### config.mk
export PLATFORM = sky130hd
export DESIGN_NAME = echo_level_trimmed_mean
export DESIGN_NICKNAME = d
export VERILOG_FILES = /design/src/rtl/elt_pkg.sv /design/src/rtl/elt_cell.sv /design/src/rtl/elt_div.sv /design/src/rtl/echo_level_trimmed_mean.sv
export SDC_FILE = /design/constraint.sdc
export NUM_CORES = 1
export LEC_CHECK = 0
export ABC_AREA = 1
export BUFFER_PORTS_ARGS = -buffer_cell sky130_fd_sc_hd__buf_2
export CORE_MARGIN = 3
export CORE_UTILIZATION = 63
export DETAILED_ROUTE_END_ITERATION = 8
export GPL_TIMING_DRIVEN = 0
export PLACE_DENSITY = 0.86
export SYNTH_ARGS = -nofsm -noshare
export SYNTH_HDL_FRONTEND = slang
export SYNTH_HIERARCHICAL = 1
export SYNTH_SLANG_ARGS = --single-unit
### constraint.sdc
create_clock -name clk -period 7.9 [get_ports clk]
set_input_delay 1.58 -clock clk [delete_from_list [all_inputs] [get_ports clk]]
set_output_delay 1.58 -clock clk [all_outputs]
set_load 0.005 [all_outputs]
### src/rtl/elt_pkg.sv
// ----------------------------------------------------------------------------
// elt_pkg: shared types and constants
// Word widths, register codes and cell control for the echo level filter.
// ----------------------------------------------------------------------------
package elt_pkg;

  // field widths
  localparam int ECHO_W = 20;
  localparam int DIST_W = 8;
  localparam int PCT_W  = 7;
  localparam int CFG_W  = 16;

  // configuration register codes
  localparam int CFG_IDX_W = 1;
  localparam logic [CFG_IDX_W-1:0] REG_EMPTY = 1'b0;
  localparam logic [CFG_IDX_W-1:0] REG_FULL  = 1'b1;

  // percentage divider widths
  localparam int NUM_W     = 24;
  localparam int DEN_W     = 17;
  localparam int DIV_CNT_W = 5;

  // echo scaling: cm = floor(floor(t/2) * 10 / 291)
  // by the reciprocal ceil(10 * 2^28 / 291), exact for any 19-bit half time
  localparam int                 RECIP_W    = 24;
  localparam int                 ECHO_SHIFT = 28;
  localparam logic [RECIP_W-1:0] ECHO_RECIP = 24'd9224587;
  localparam logic [PCT_W-1:0]   PCT_FULL   = 7'd100;
  localparam logic [PCT_W-1:0]   PCT_NONE   = 7'd0;

  // control handed to each cell of the sorting row
  typedef struct packed {
    logic ins;   // insert a new word in sorted place
    logic shf;   // shift the row one place toward the tail
  } cell_ctrl_t;

endpackage

### src/rtl/elt_cell.sv
// ----------------------------------------------------------------------------
// elt_cell: one cell of the sorting row
// Holds one distance; on insert it keeps, takes the left neighbor, or takes
// the new word, so the row stays in ascending order. On shift it always takes
// the left neighbor.
// ----------------------------------------------------------------------------
module elt_cell (
  input  logic                        clk,
  input  elt_pkg::cell_ctrl_t         ctrl,
  input  logic [elt_pkg::DIST_W-1:0]  new_word,
  input  logic [elt_pkg::DIST_W-1:0]  left_val,
  input  logic                        left_gt,
  input  logic                        empty,
  output logic [elt_pkg::DIST_W-1:0]  val,
  output logic                        gt
);
  import elt_pkg::*;

  logic [DIST_W-1:0] val_r;
  logic [DIST_W-1:0] val_nxt;

  // an empty cell counts as above any new word
  assign gt  = empty || (val_r > new_word);
  assign val = val_r;

  // next value
  always_comb begin
    val_nxt = val_r;
    if (ctrl.shf) begin
      val_nxt = left_val;
    end else if (ctrl.ins && gt) begin
      val_nxt = left_gt ? left_val : new_word;
    end
  end

  always_ff @(posedge clk) begin
    val_r <= val_nxt;
  end

endmodule

### src/rtl/elt_div.sv
// ----------------------------------------------------------------------------
// elt_div: restoring divider
// Unsigned divide, one quotient bit per cycle.
// done pulses for one cycle with the quotient on quo.
// ----------------------------------------------------------------------------
module elt_div (
  input  logic                       clk,
  input  logic                       rst_n,
  input  logic                       go,
  input  logic [elt_pkg::NUM_W-1:0]  num,
  input  logic [elt_pkg::DEN_W-1:0]  den,
  output logic                       done,
  output logic [elt_pkg::NUM_W-1:0]  quo
);
  import elt_pkg::*;

  logic                 run_r;
  logic                 done_r;
  logic [DIV_CNT_W-1:0] cnt_r;
  logic [DEN_W-1:0]     den_r;
  logic [DEN_W-1:0]     rem_r;
  logic [NUM_W-1:0]     quo_r;

  logic [DEN_W:0]       shifted;
  logic                 ge;
  logic [DEN_W:0]       diff;

  // one restoring step
  assign shifted = {rem_r, quo_r[NUM_W-1]};
  assign ge      = shifted >= {1'b0, den_r};
  assign diff    = shifted - {1'b0, den_r};

  always_ff @(posedge clk) begin
    if (!rst_n) begin
      run_r  <= 1'b0;
      done_r <= 1'b0;
      cnt_r  <= '0;
    end else begin
      done_r <= 1'b0;
      if (go) begin
        run_r <= 1'b1;
        cnt_r <= '0;
      end else if (run_r) begin
        cnt_r <= cnt_r + 1'b1;
        if (cnt_r == DIV_CNT_W'(NUM_W - 1)) begin
          run_r  <= 1'b0;
          done_r <= 1'b1;
        end
      end
    end
  end

  // datapath
  always_ff @(posedge clk) begin
    if (go) begin
      den_r <= den;
      rem_r <= '0;
      quo_r <= num;
    end else if (run_r) begin
      rem_r <= ge ? diff[DEN_W-1:0] : shifted[DEN_W-1:0];
      quo_r <= {quo_r[NUM_W-2:0], ge};
    end
  end

  assign done = done_r;
  assign quo  = quo_r;

endmodule

### src/rtl/echo_level_trimmed_mean.sv
// ----------------------------------------------------------------------------
// echo_level_trimmed_mean: trimmed-mean tank level from echo times
// Converts echo times to distances, sorts each group in a row of cells and
// reports the trimmed mean distance and the fill percentage.
// ----------------------------------------------------------------------------
// Usage:
//   Input: drive in_echo_time_us and raise start; the word is taken at a
//   clock edge with start high and busy low. The distance is latched at that
//   edge, so the input may change right after it.
//   An echo is scaled by a reciprocal multiply at the accepting edge and
//   inserted in sorted place into the cell row at the next edge; busy is high
//   while it is inserted, so no new echo is taken until the insert is done.
//   After the SAMPLE_COUNT-th echo of a group the row drains through its
//   tail, the mean is registered and the percentage is decided directly
//   or through the serial divider.
//   Output: out_valid is high for exactly one cycle with the mean and fill
//   words; busy stays high through the strobe cycle. The receiver cannot
//   stall, so the word must be taken then.
//   Config: cfg_we writes cfg_wdata into the register cfg_index selects;
//   write only while busy is low.
//   Reset: rst_n low clears the group count, the control state and both
//   distance registers; the sample row holds no valid data until filled.
// ----------------------------------------------------------------------------
module echo_level_trimmed_mean #(
  parameter int SAMPLE_COUNT    = 10,
  parameter int TRIM_EACH_SIDE  = 2,
  parameter int MAX_DISTANCE_CM = 200
) (
  input  logic                          clk,
  input  logic                          rst_n,
  input  logic                          start,
  output logic                          busy,
  input  logic [elt_pkg::ECHO_W-1:0]    in_echo_time_us,
  output logic                          out_valid,
  output logic [elt_pkg::DIST_W-1:0]    out_mean_distance_cm,
  output logic [elt_pkg::PCT_W-1:0]     out_fill_percent,
  input  logic                          cfg_we,
  input  logic [elt_pkg::CFG_IDX_W-1:0] cfg_index,
  input  logic [elt_pkg::CFG_W-1:0]     cfg_wdata
);
  import elt_pkg::*;

  localparam int TRIM_EFF = (2 * TRIM_EACH_SIDE >= SAMPLE_COUNT) ?
                            (SAMPLE_COUNT - 1) / 2 : TRIM_EACH_SIDE;
  localparam int KEPT     = SAMPLE_COUNT - 2 * TRIM_EFF;
  localparam int CNT_W    = $clog2(SAMPLE_COUNT);
  localparam int SUM_W    = DIST_W + $clog2(SAMPLE_COUNT);
  localparam int SW       = CFG_W + 2;
  // mean by reciprocal: exact while sum * (MEAN_MUL * KEPT - 2^MEAN_SH) < 2^MEAN_SH
  localparam int MEAN_SH  = SUM_W + 6;
  localparam int MEAN_MUL = ((1 << MEAN_SH) + KEPT - 1) / KEPT;
  localparam int MPROD_W  = SUM_W + MEAN_SH + 1;
  localparam int EPROD_W  = ECHO_W - 1 + RECIP_W;
  localparam int QUO_W    = EPROD_W - ECHO_SHIFT;

  typedef enum logic [2:0] {
    S_IDLE, S_ECHO, S_DRAIN, S_MEAN, S_PCT, S_PCT_DIV, S_OUT
  } state_t;

  state_t            state_r;
  logic [CNT_W-1:0]  count_r;
  logic [CNT_W-1:0]  drain_r;
  logic [SUM_W-1:0]  sum_r;
  logic [DIST_W-1:0] dist_r;
  logic [DIST_W-1:0] mean_r;
  logic [PCT_W-1:0]  pct_r;
  logic [CFG_W-1:0]  empty_r;
  logic [CFG_W-1:0]  full_r;

  logic              div_go;
  logic [NUM_W-1:0]  div_num;
  logic [DEN_W-1:0]  div_den;
  logic              div_done;
  logic [NUM_W-1:0]  div_quo;

  cell_ctrl_t        cell_ctrl;
  logic [DIST_W-1:0] dist_w;
  logic [DIST_W-1:0] cell_val [SAMPLE_COUNT];
  logic              cell_gt  [SAMPLE_COUNT];
  logic              cell_empty [SAMPLE_COUNT];

  logic [ECHO_W-2:0]  half_w;
  logic [EPROD_W-1:0] echo_prod;
  logic [QUO_W-1:0]   echo_cm;
  logic               keep_w;
  logic [SUM_W-1:0]   sum_nxt;
  logic [MPROD_W-1:0] mean_prod;
  logic [DIST_W-1:0]  mean_w;

  logic signed [SW-1:0] e_s, f_s, m_s, range_s, diff_s, a_s, b_s;
  logic                 pct_direct;
  logic [PCT_W-1:0]     pct_direct_val;

  // percentage divider
  elt_div u_div (
    .clk  (clk),
    .rst_n(rst_n),
    .go   (div_go),
    .num  (div_num),
    .den  (div_den),
    .done (div_done),
    .quo  (div_quo)
  );

  // echo scaling: floor(t/2) * 10 / 291 by reciprocal multiply
  assign half_w    = in_echo_time_us[ECHO_W-1:1];
  assign echo_prod = EPROD_W'(half_w) * EPROD_W'(ECHO_RECIP);
  assign echo_cm   = echo_prod[EPROD_W-1:ECHO_SHIFT];

  // out of range distance stored as zero
  assign dist_w = ((echo_cm == '0) || (echo_cm >= QUO_W'(MAX_DISTANCE_CM))) ?
                  '0 : echo_cm[DIST_W-1:0];

  // cell row control
  always_comb begin
    cell_ctrl.ins = (state_r == S_ECHO);
    cell_ctrl.shf = (state_r == S_DRAIN);
  end

  // row of sorting cells, ascending from cell 0
  for (genvar i = 0; i < SAMPLE_COUNT; i++) begin : g_cell
    assign cell_empty[i] = (CNT_W'(i) >= count_r);
    if (i == 0) begin : g_head
      elt_cell u_cell (
        .clk     (clk),
        .ctrl    (cell_ctrl),
        .new_word(dist_r),
        .left_val(dist_r),
        .left_gt (1'b0),
        .empty   (cell_empty[i]),
        .val     (cell_val[i]),
        .gt      (cell_gt[i])
      );
    end else begin : g_body
      elt_cell u_cell (
        .clk     (clk),
        .ctrl    (cell_ctrl),
        .new_word(dist_r),
        .left_val(cell_val[i-1]),
        .left_gt (cell_gt[i-1]),
        .empty   (cell_empty[i]),
        .val     (cell_val[i]),
        .gt      (cell_gt[i])
      );
    end
  end

  // drain accumulation, largest first from the tail
  assign keep_w  = (drain_r >= CNT_W'(TRIM_EFF)) &&
                   (drain_r <= CNT_W'(SAMPLE_COUNT - 1 - TRIM_EFF));
  assign sum_nxt = sum_r + (keep_w ? SUM_W'(cell_val[SAMPLE_COUNT-1]) : '0);

  // truncated mean of the kept words
  assign mean_prod = MPROD_W'(sum_r) * MPROD_W'(MEAN_MUL);
  assign mean_w    = mean_prod[MEAN_SH +: DIST_W];

  // fill percentage operands, sign folded into a and b
  always_comb begin
    e_s     = SW'($signed(empty_r));
    f_s     = SW'($signed(full_r));
    m_s     = $signed({{(SW - DIST_W){1'b0}}, mean_r});
    range_s = e_s - f_s;
    diff_s  = e_s - m_s;
    if (range_s < 0) begin
      a_s = -diff_s;
      b_s = -range_s;
    end else begin
      a_s = diff_s;
      b_s = range_s;
    end
    pct_direct     = 1'b1;
    pct_direct_val = PCT_NONE;
    if (range_s == 0) begin
      pct_direct_val = (m_s > f_s) ? PCT_NONE : PCT_FULL;
    end else if (a_s <= 0) begin
      pct_direct_val = PCT_NONE;
    end else if (a_s >= b_s) begin
      pct_direct_val = PCT_FULL;
    end else begin
      pct_direct = 1'b0;
    end
  end

  // divider operands, percentage only
  always_comb begin
    div_go  = 1'b0;
    div_num = NUM_W'(a_s[DEN_W-1:0]) * NUM_W'(PCT_FULL);
    div_den = b_s[DEN_W-1:0];
    case (state_r)
      S_PCT: begin
        div_go = !pct_direct;
      end
      default: begin
        div_go = 1'b0;
      end
    endcase
  end

  // configuration registers
  always_ff @(posedge clk) begin
    if (!rst_n) begin
      empty_r <= '0;
      full_r  <= '0;
    end else if (cfg_we) begin
      case (cfg_index)
        REG_EMPTY: empty_r <= cfg_wdata;
        REG_FULL:  full_r  <= cfg_wdata;
        default:   empty_r <= empty_r;
      endcase
    end
  end

  // sequencer
  always_ff @(posedge clk) begin
    if (!rst_n) begin
      state_r <= S_IDLE;
      count_r <= '0;
      drain_r <= '0;
    end else begin
      case (state_r)
        S_IDLE: begin
          if (start) state_r <= S_ECHO;
        end
        S_ECHO: begin
          if (count_r == CNT_W'(SAMPLE_COUNT - 1)) begin
            count_r <= '0;
            drain_r <= '0;
            state_r <= S_DRAIN;
          end else begin
            count_r <= count_r + 1'b1;
            state_r <= S_IDLE;
          end
        end
        S_DRAIN: begin
          drain_r <= drain_r + 1'b1;
          if (drain_r == CNT_W'(SAMPLE_COUNT - 1)) state_r <= S_MEAN;
        end
        S_MEAN: begin
          state_r <= S_PCT;
        end
        S_PCT: begin
          state_r <= pct_direct ? S_OUT : S_PCT_DIV;
        end
        S_PCT_DIV: begin
          if (div_done) state_r <= S_OUT;
        end
        S_OUT: begin
          state_r <= S_IDLE;
        end
        default: begin
          state_r <= S_IDLE;
        end
      endcase
    end
  end

  // result datapath
  always_ff @(posedge clk) begin
    if ((state_r == S_IDLE) && start) begin
      dist_r <= dist_w;
    end
    if (state_r == S_ECHO) begin
      sum_r <= '0;
    end else if (state_r == S_DRAIN) begin
      sum_r <= sum_nxt;
    end
    if (state_r == S_MEAN) begin
      mean_r <= mean_w;
    end
    if (state_r == S_PCT) begin
      pct_r <= pct_direct_val;
    end else if ((state_r == S_PCT_DIV) && div_done) begin
      pct_r <= div_quo[PCT_W-1:0];
    end
  end

  assign busy                 = (state_r != S_IDLE);
  assign out_valid            = (state_r == S_OUT);
  assign out_mean_distance_cm = mean_r;
  assign out_fill_percent     = pct_r;

  // checks
  a_strobe_single: assert property (@(posedge clk) disable iff (!rst_n)
    out_valid |=> !out_valid)
    else $error("result strobe longer than one cycle");

  a_accept_busy: assert property (@(posedge clk) disable iff (!rst_n)
    (start && !busy) |=> busy)
    else $error("accepted word did not raise busy");

  a_pct_range: assert property (@(posedge clk) disable iff (!rst_n)
    out_valid |-> (out_fill_percent <= PCT_FULL))
    else $error("fill percentage above full");

  a_mean_range: assert property (@(posedge clk) disable iff (!rst_n)
    out_valid |-> (out_mean_distance_cm < DIST_W'(MAX_DISTANCE_CM)))
    else $error("mean distance out of range");

endmodule

* Word level (Yosys, flattened, before mapping) *
Index checks and enable logic that the tools add are counted.

cells by class
  muxes and demuxes = 58
  bitwise operators = 3
  $lt $le $gt $ge = 28
  equal/unequal tests = 13
  $add $sub $neg = 9
  multiply operators = 3
  reductions and logical operators = 48

operator list
  operator                                                                        count
  8-bit two-way mux                                                               30
  8-bit greater-than comparator                                                   10
  24-bit two-way mux                                                              2
  19-bit by 24-bit multiplier with 43-bit output (second input constant)          1
  7-bit two-way mux                                                               6
  18-bit two-way mux                                                              2
  17-bit negator with 18-bit output                                               2
  32-bit zero test                                                                1
  12-bit by 16-bit multiplier with 26-bit output (second input constant)          1
  2-bit nonzero test                                                              13
  17-bit by 5-bit multiplier with 22-bit output (second input constant)           1
  18-bit by 17-bit >= comparator with 1-bit output                                1
  18-bit >= comparator                                                            1
  18-bit by 1-bit <= comparator with 1-bit output (second input constant)         1
  3-bit case mux with 6 select lines                                              1
  17-bit by 1-bit less-than comparator with 1-bit output (second input constant)  1
  17-bit two-way mux                                                              1
  16-bit by 16-bit subtractor with 17-bit output                                  1
  16-bit by 9-bit subtractor with 17-bit output                                   1
  17-bit subtractor                                                               1
  3-bit by 4-bit >= comparator with 1-bit output (first input constant)           4
  9-bit by 16-bit greater-than comparator with 1-bit output                       1
  15-bit by 8-bit >= comparator with 1-bit output (second input constant)         1
  15-bit zero test                                                                1
  30 further kinds                                                                77

storage, ports and cells
  output and inout bits = 17
  bits of input ports = 41
  logic and storage cells = 188
  flip-flop bits (word level) = 223

* Longest topological paths before layout *
  depth in word-level cells = 10
  mapped depth = 37
  gate-level depth less buffers = 36

* By module *
The synthesis kept the hierarchy.

by module, submodules not included
  module                   area each (sq um)  seq. area each (sq um)  times used  cells each
  echo_level_trimmed_mean  17556.8            1791.7                  1           2299
  elt_cell                 576.8              240.2                   10          67
  elt_div                  3821.2             1711.6                  1           494

* Least setup slack after synthesis *
OpenSTA, ideal clock, no wires.

  kind = input-to-reg
  start point = input port in_echo_time_us[18] in the netlist's numbering
  end point = register dist_r[6], data pin
  library setup time = 0.261 ns
  path buffers = 0
  data required time = 7.639 ns
  stages on the path = 23
  slack = 1.312 ns
  arrival = 6.328 ns
  path through = inv_1 ha_1 inv_1 fa_1 fa_1 inv_1 fa_1 inv_1 fa_1 fa_1 ha_1 a21o_1 a21oi_1 and2_1 o21ai_0 nand2_1 nand3_1 a21boi_0 o22ai_1 xor2_1 inv_1 nand3_2 nor2_1

between the ends
  cells in the longest elaborated chain, start to end = 3
  elaborated cells on any way between the ends = 4
  those cells by class = mul: 1; order compare: 1; reduce/logical: 2

ends and longest elaborated chain
  element                                                                                     line                            RTL
  start, declared                                                                             echo_level_trimmed_mean.sv:33   input logic [elt_pkg::ECHO_W-1:0] in_echo_time_us,
  19-bit by 24-bit multiplier with 43-bit output (*)                                          echo_level_trimmed_mean.sv:107  assign echo_prod = EPROD_W'(half_w) * EPROD_W'(ECHO_RECIP);
  15-bit by 8-bit >= comparator with 1-bit output / 15-bit zero test (equally long branches)  echo_level_trimmed_mean.sv:111  assign dist_w = ((echo_cm == '0) || (echo_cm >= QUO_W'(MAX_DISTANCE_CM))) ?
  1-bit logical OR                                                                            echo_level_trimmed_mean.sv:111
  end signal, assigned                                                                        echo_level_trimmed_mean.sv:260  dist_r <= dist_w;
  end, declared                                                                               echo_level_trimmed_mean.sv:64   logic [DIST_W-1:0] dist_r;

Every way passes the cells marked *; elsewhere a longest branch is shown, timed or not.
A chain may end at the register's enable or synchronous reset.

* Final worst setup path *
  start point = register mean_r[0] (netlist: out_mean_distance_cm[0])
  end point = register u_div.rem_r[7]

between the ends
  cells in the longest elaborated chain, start to end = 9
  elaborated cells on any way between the ends = 10
  those cells by class = add/sub: 2; order compare: 2; mux: 5; reduce/logical: 1

ends and longest elaborated chain
  element                                            line                            RTL
  start, declared                                    echo_level_trimmed_mean.sv:65   logic [DIST_W-1:0] mean_r;
  start signal, assigned                             echo_level_trimmed_mean.sv:268  mean_r <= mean_w;
  16-bit by 9-bit subtractor with 17-bit output (*)  echo_level_trimmed_mean.sv:163  diff_s = e_s - m_s;
  17-bit negator with 18-bit output                  echo_level_trimmed_mean.sv:165  a_s = -diff_s;
  18-bit two-way mux (*)                             echo_level_trimmed_mean.sv:164  if (range_s < 0) begin
  18-bit >= comparator                               echo_level_trimmed_mean.sv:177  end else if (a_s >= b_s) begin
  1-bit two-way mux                                  echo_level_trimmed_mean.sv:177
  1-bit two-way mux (*)                              echo_level_trimmed_mean.sv:175  end else if (a_s <= 0) begin
  1-bit two-way mux (*)                              echo_level_trimmed_mean.sv:173  if (range_s == 0) begin
  1-bit zero test (*)                                echo_level_trimmed_mean.sv:191  div_go = !pct_direct;
  1-bit two-way mux (*)                              echo_level_trimmed_mean.sv:189  case (state_r)
  via div_go                                         echo_level_trimmed_mean.sv:70   logic div_go;
  end signal, assigned                               elt_div.sv:60                   rem_r <= ge ? diff[DEN_W-1:0] : shifted[DEN_W-1:0];
  end, declared                                      elt_div.sv:21                   logic [DEN_W-1:0] rem_r;

The timed path passes the listed nets; every way through them passes the cells marked *.

==> metrics.cfg <==
[status]
status=complete, no violations

[timing]
skew_ps=16.5
slew_violations=0
max-slew-margin-rel_pct=24.4
setup_violations=0
fin_setup_tns_ps=0
finalHoldViolCount=0
fmax_mhz=143
fin_crit_ps=6980
fin_ws_ps=920
rsz0062_at_grt=false
min_period_over_period_pct=88.4
tightest_slew_ps=1120

[clock_network]
root_buffer=clkbuf_16
cts_tree=done
clockBufferDepth=3
h-tree-depth=1
clk_pin_slew_ps=70
hold_buffers=0
clkLatencyLatePin_ps=560
cts_setup_buffers=0
cts-resized-gates=0
cts_inserted_buffers=28
cts_sinks=223

[floorplan]
core_um2=42200
die_w_um=214
start_util_pct=64.3
num_rows=75
ioPinCount=58
die_area_um2=45600
chipHeight_um=214

[critical_path]
crit_top_cell=nand2_1
cp.required_ps=8340
regToRegSetupSlack_ps=920
slowest_delay_ps=980
cpMaxStageDelayCell=clkinv_1
worstSetupStartpointType=register
critPathKind=register to register
crit_path_max_fanout=33
endpoint_kind=register
cp.arrival_ps=7420

[drt]
ant_nets=0
route.vias.total=22600
drt_first_iter_violations=1681
first_pass_iters=5
drc_errors=0
post_drt_wl_per_cell_um=15.5
avgViaCountPerCell=5.50
totalWireLength_um=63700

[synth]
syn_area_per_cell_um2=7.84
syn_inst=3463
async_flop_share_pct=0
synthDominantCellAreaShare_pct=22.1
synth_top_cells_by_count=inv_1, nand2_1, ha_1
ys_seq_area_share_pct=21.8
synth_area_um2=27100
synth_ff_type=edfxtp_1
synth-edff-count=144
synthDistinctLibCells=61
synthMostInstantiatedCell=inv_1
synth_top_cell_by_area=ha_1
synthTopCellsByArea=ha_1, edfxtp_1, fa_1
synth_seq_cells=223
yosysWarnings=6

[cells_and_area]
multi_input_area_um2=18100
layout.cells.non_filler=4112
syn_to_final_growth_pct=7.33
n_fill_cell=3267
drive_above_1_share_pct=6.69
fin_area_um2=29100
nNetsFinal=4239
seqCellArea_um2=5910
diodes=0

[place]
dp_slack_ps=499
portBuffers=56
dp_hpwl_um=52100
gp_congestion=0.957
place_area_um2=28100
placed_cells=4060

[power_and_ir_drop]
p_per_area_nw_per_um2=306
worst_ir_drop_vdd_uv=263
p_leak_nw=15.8

[global_route]
antenna_found_initial=0
grt_max_degree=34
overflow=0
grt.total_usage_pct=28.6
grt_pass1_wl_um=107000
grt_pass1_vias=22600

[run]
drv_cap=0

[hold_path]
min_path_type=register to register

## metrics by stage
step,total power [W],hold slack [ps],utilization [%]
2_1_floorplan,0.00608,443,-
3_3_place_gp,0.00724,457,66.6
3_5_place_dp,0.00740,463,66.6
4_1_cts,0.00885,473,69.0
5_1_grt,0.00989,498,69.0
6_report,0.00891,469,69.0
## cell families (layout without fill, tap and decap cells)
logic type               count (synthesis)  count (layout)  share of synthesized area [%]
AO/OA/AOI/OAI                          457             457                           9.29
XOR/XNOR                                86              86                           2.80
adder cells (fa/ha/maj)                647             647                           34.5
buffers and inverters                  803             911                           11.6
flip-flops                             223             223                           21.8
multiplexers                            10              10                          0.415
other                                    2               4                         0.0277
AND/OR/NAND/NOR                       1235            1235                           19.6
## report_power, final
group	leakage [nW]	switching [W]	internal, W	total [W]
logic	13.3	0.00380	0.00231	0.00612
registers	1.98	0.0000690	0.00134	0.00141
clock network	0.504	0.000532	0.000855	0.00139
total	15.8	0.00440	0.00450	0.00891
## cell type report
class,instances,share of cell area [%]
Multi-Input combinational cell,2439,62.1
Buffer,36,0.953
Sequential cell,223,20.3
Clock buffer,37,2.91
Tap cell,539,2.31
Clock inverter,15,0.593
Inverter,767,9.89
Timing Repair Buffer,56,0.962
## metal layers
layer | global-route usage (%) | share of wire, %
met2 | 50.2 | 48
met5 | 0 | 0
met1 | 35.9 | 42
met3 | 3.09 | 5.2
met4 | 12.2 | 4.7
## final timing paths
check | start | end | cells past startpoint
min | u_div/rem_r[16] | u_div/rem_r[16] | 2
min reg2reg | u_div/rem_r[16] | u_div/rem_r[16] | 2
max | out_mean_distance_cm[0] | u_div/rem_r[7] | 31
max reg2reg | out_mean_distance_cm[0] | u_div/rem_r[7] | 31
## worst max-delay path, delay by kind of cell, from the launching register on
family / cells / cell delay (ps)
and+or+nand+nor: 14 / 1860
adders and majority gates: 4 / 1190
xor gates and xnor gates: 1 / 390
buffers and inverters: 7 / 1810
AOI/OAI and AO/OA: 5 / 1120
DFF: 1 / 460
## flip-flops by register name, summed over array words and instances, names as in the netlist
| register | flops |
|---|---|
| count_r | 4 |
| dist_r | 8 |
| drain_r | 4 |
| empty_r | 16 |
| full_r | 16 |
| g_cell.g_body.u_cell/val | 72 |
| g_cell.g_head.u_cell/val | 8 |
| out_fill_percent | 7 |
| out_mean_distance_cm | 8 |
| state_r | 3 |
| sum_r | 12 |
| u_div/cnt_r | 5 |
| u_div/den_r | 17 |
| u_div/done | 1 |
| u_div/quo | 24 |
| u_div/rem_r | 17 |
| u_div/run_r | 1 |
## placed cells by master, fill, tap and decap left out, drive strengths merged, types with 10 or more instances in the layout
master,n
o21ai,114
ha,479
nand4,34
mux2,10
o21bai,10
inv,767
a21oi,261
nor3,33
a21o,22
or2,10
xnor2,18
nand3,132
xor2,68
nand2,690
clkbuf,53
dfxtp,79
fa,168
clkinv,10
edfxtp,144
a31oi,19
nor2,311
buf,76
nand3b,14
(Power assumes the default switching activity.)
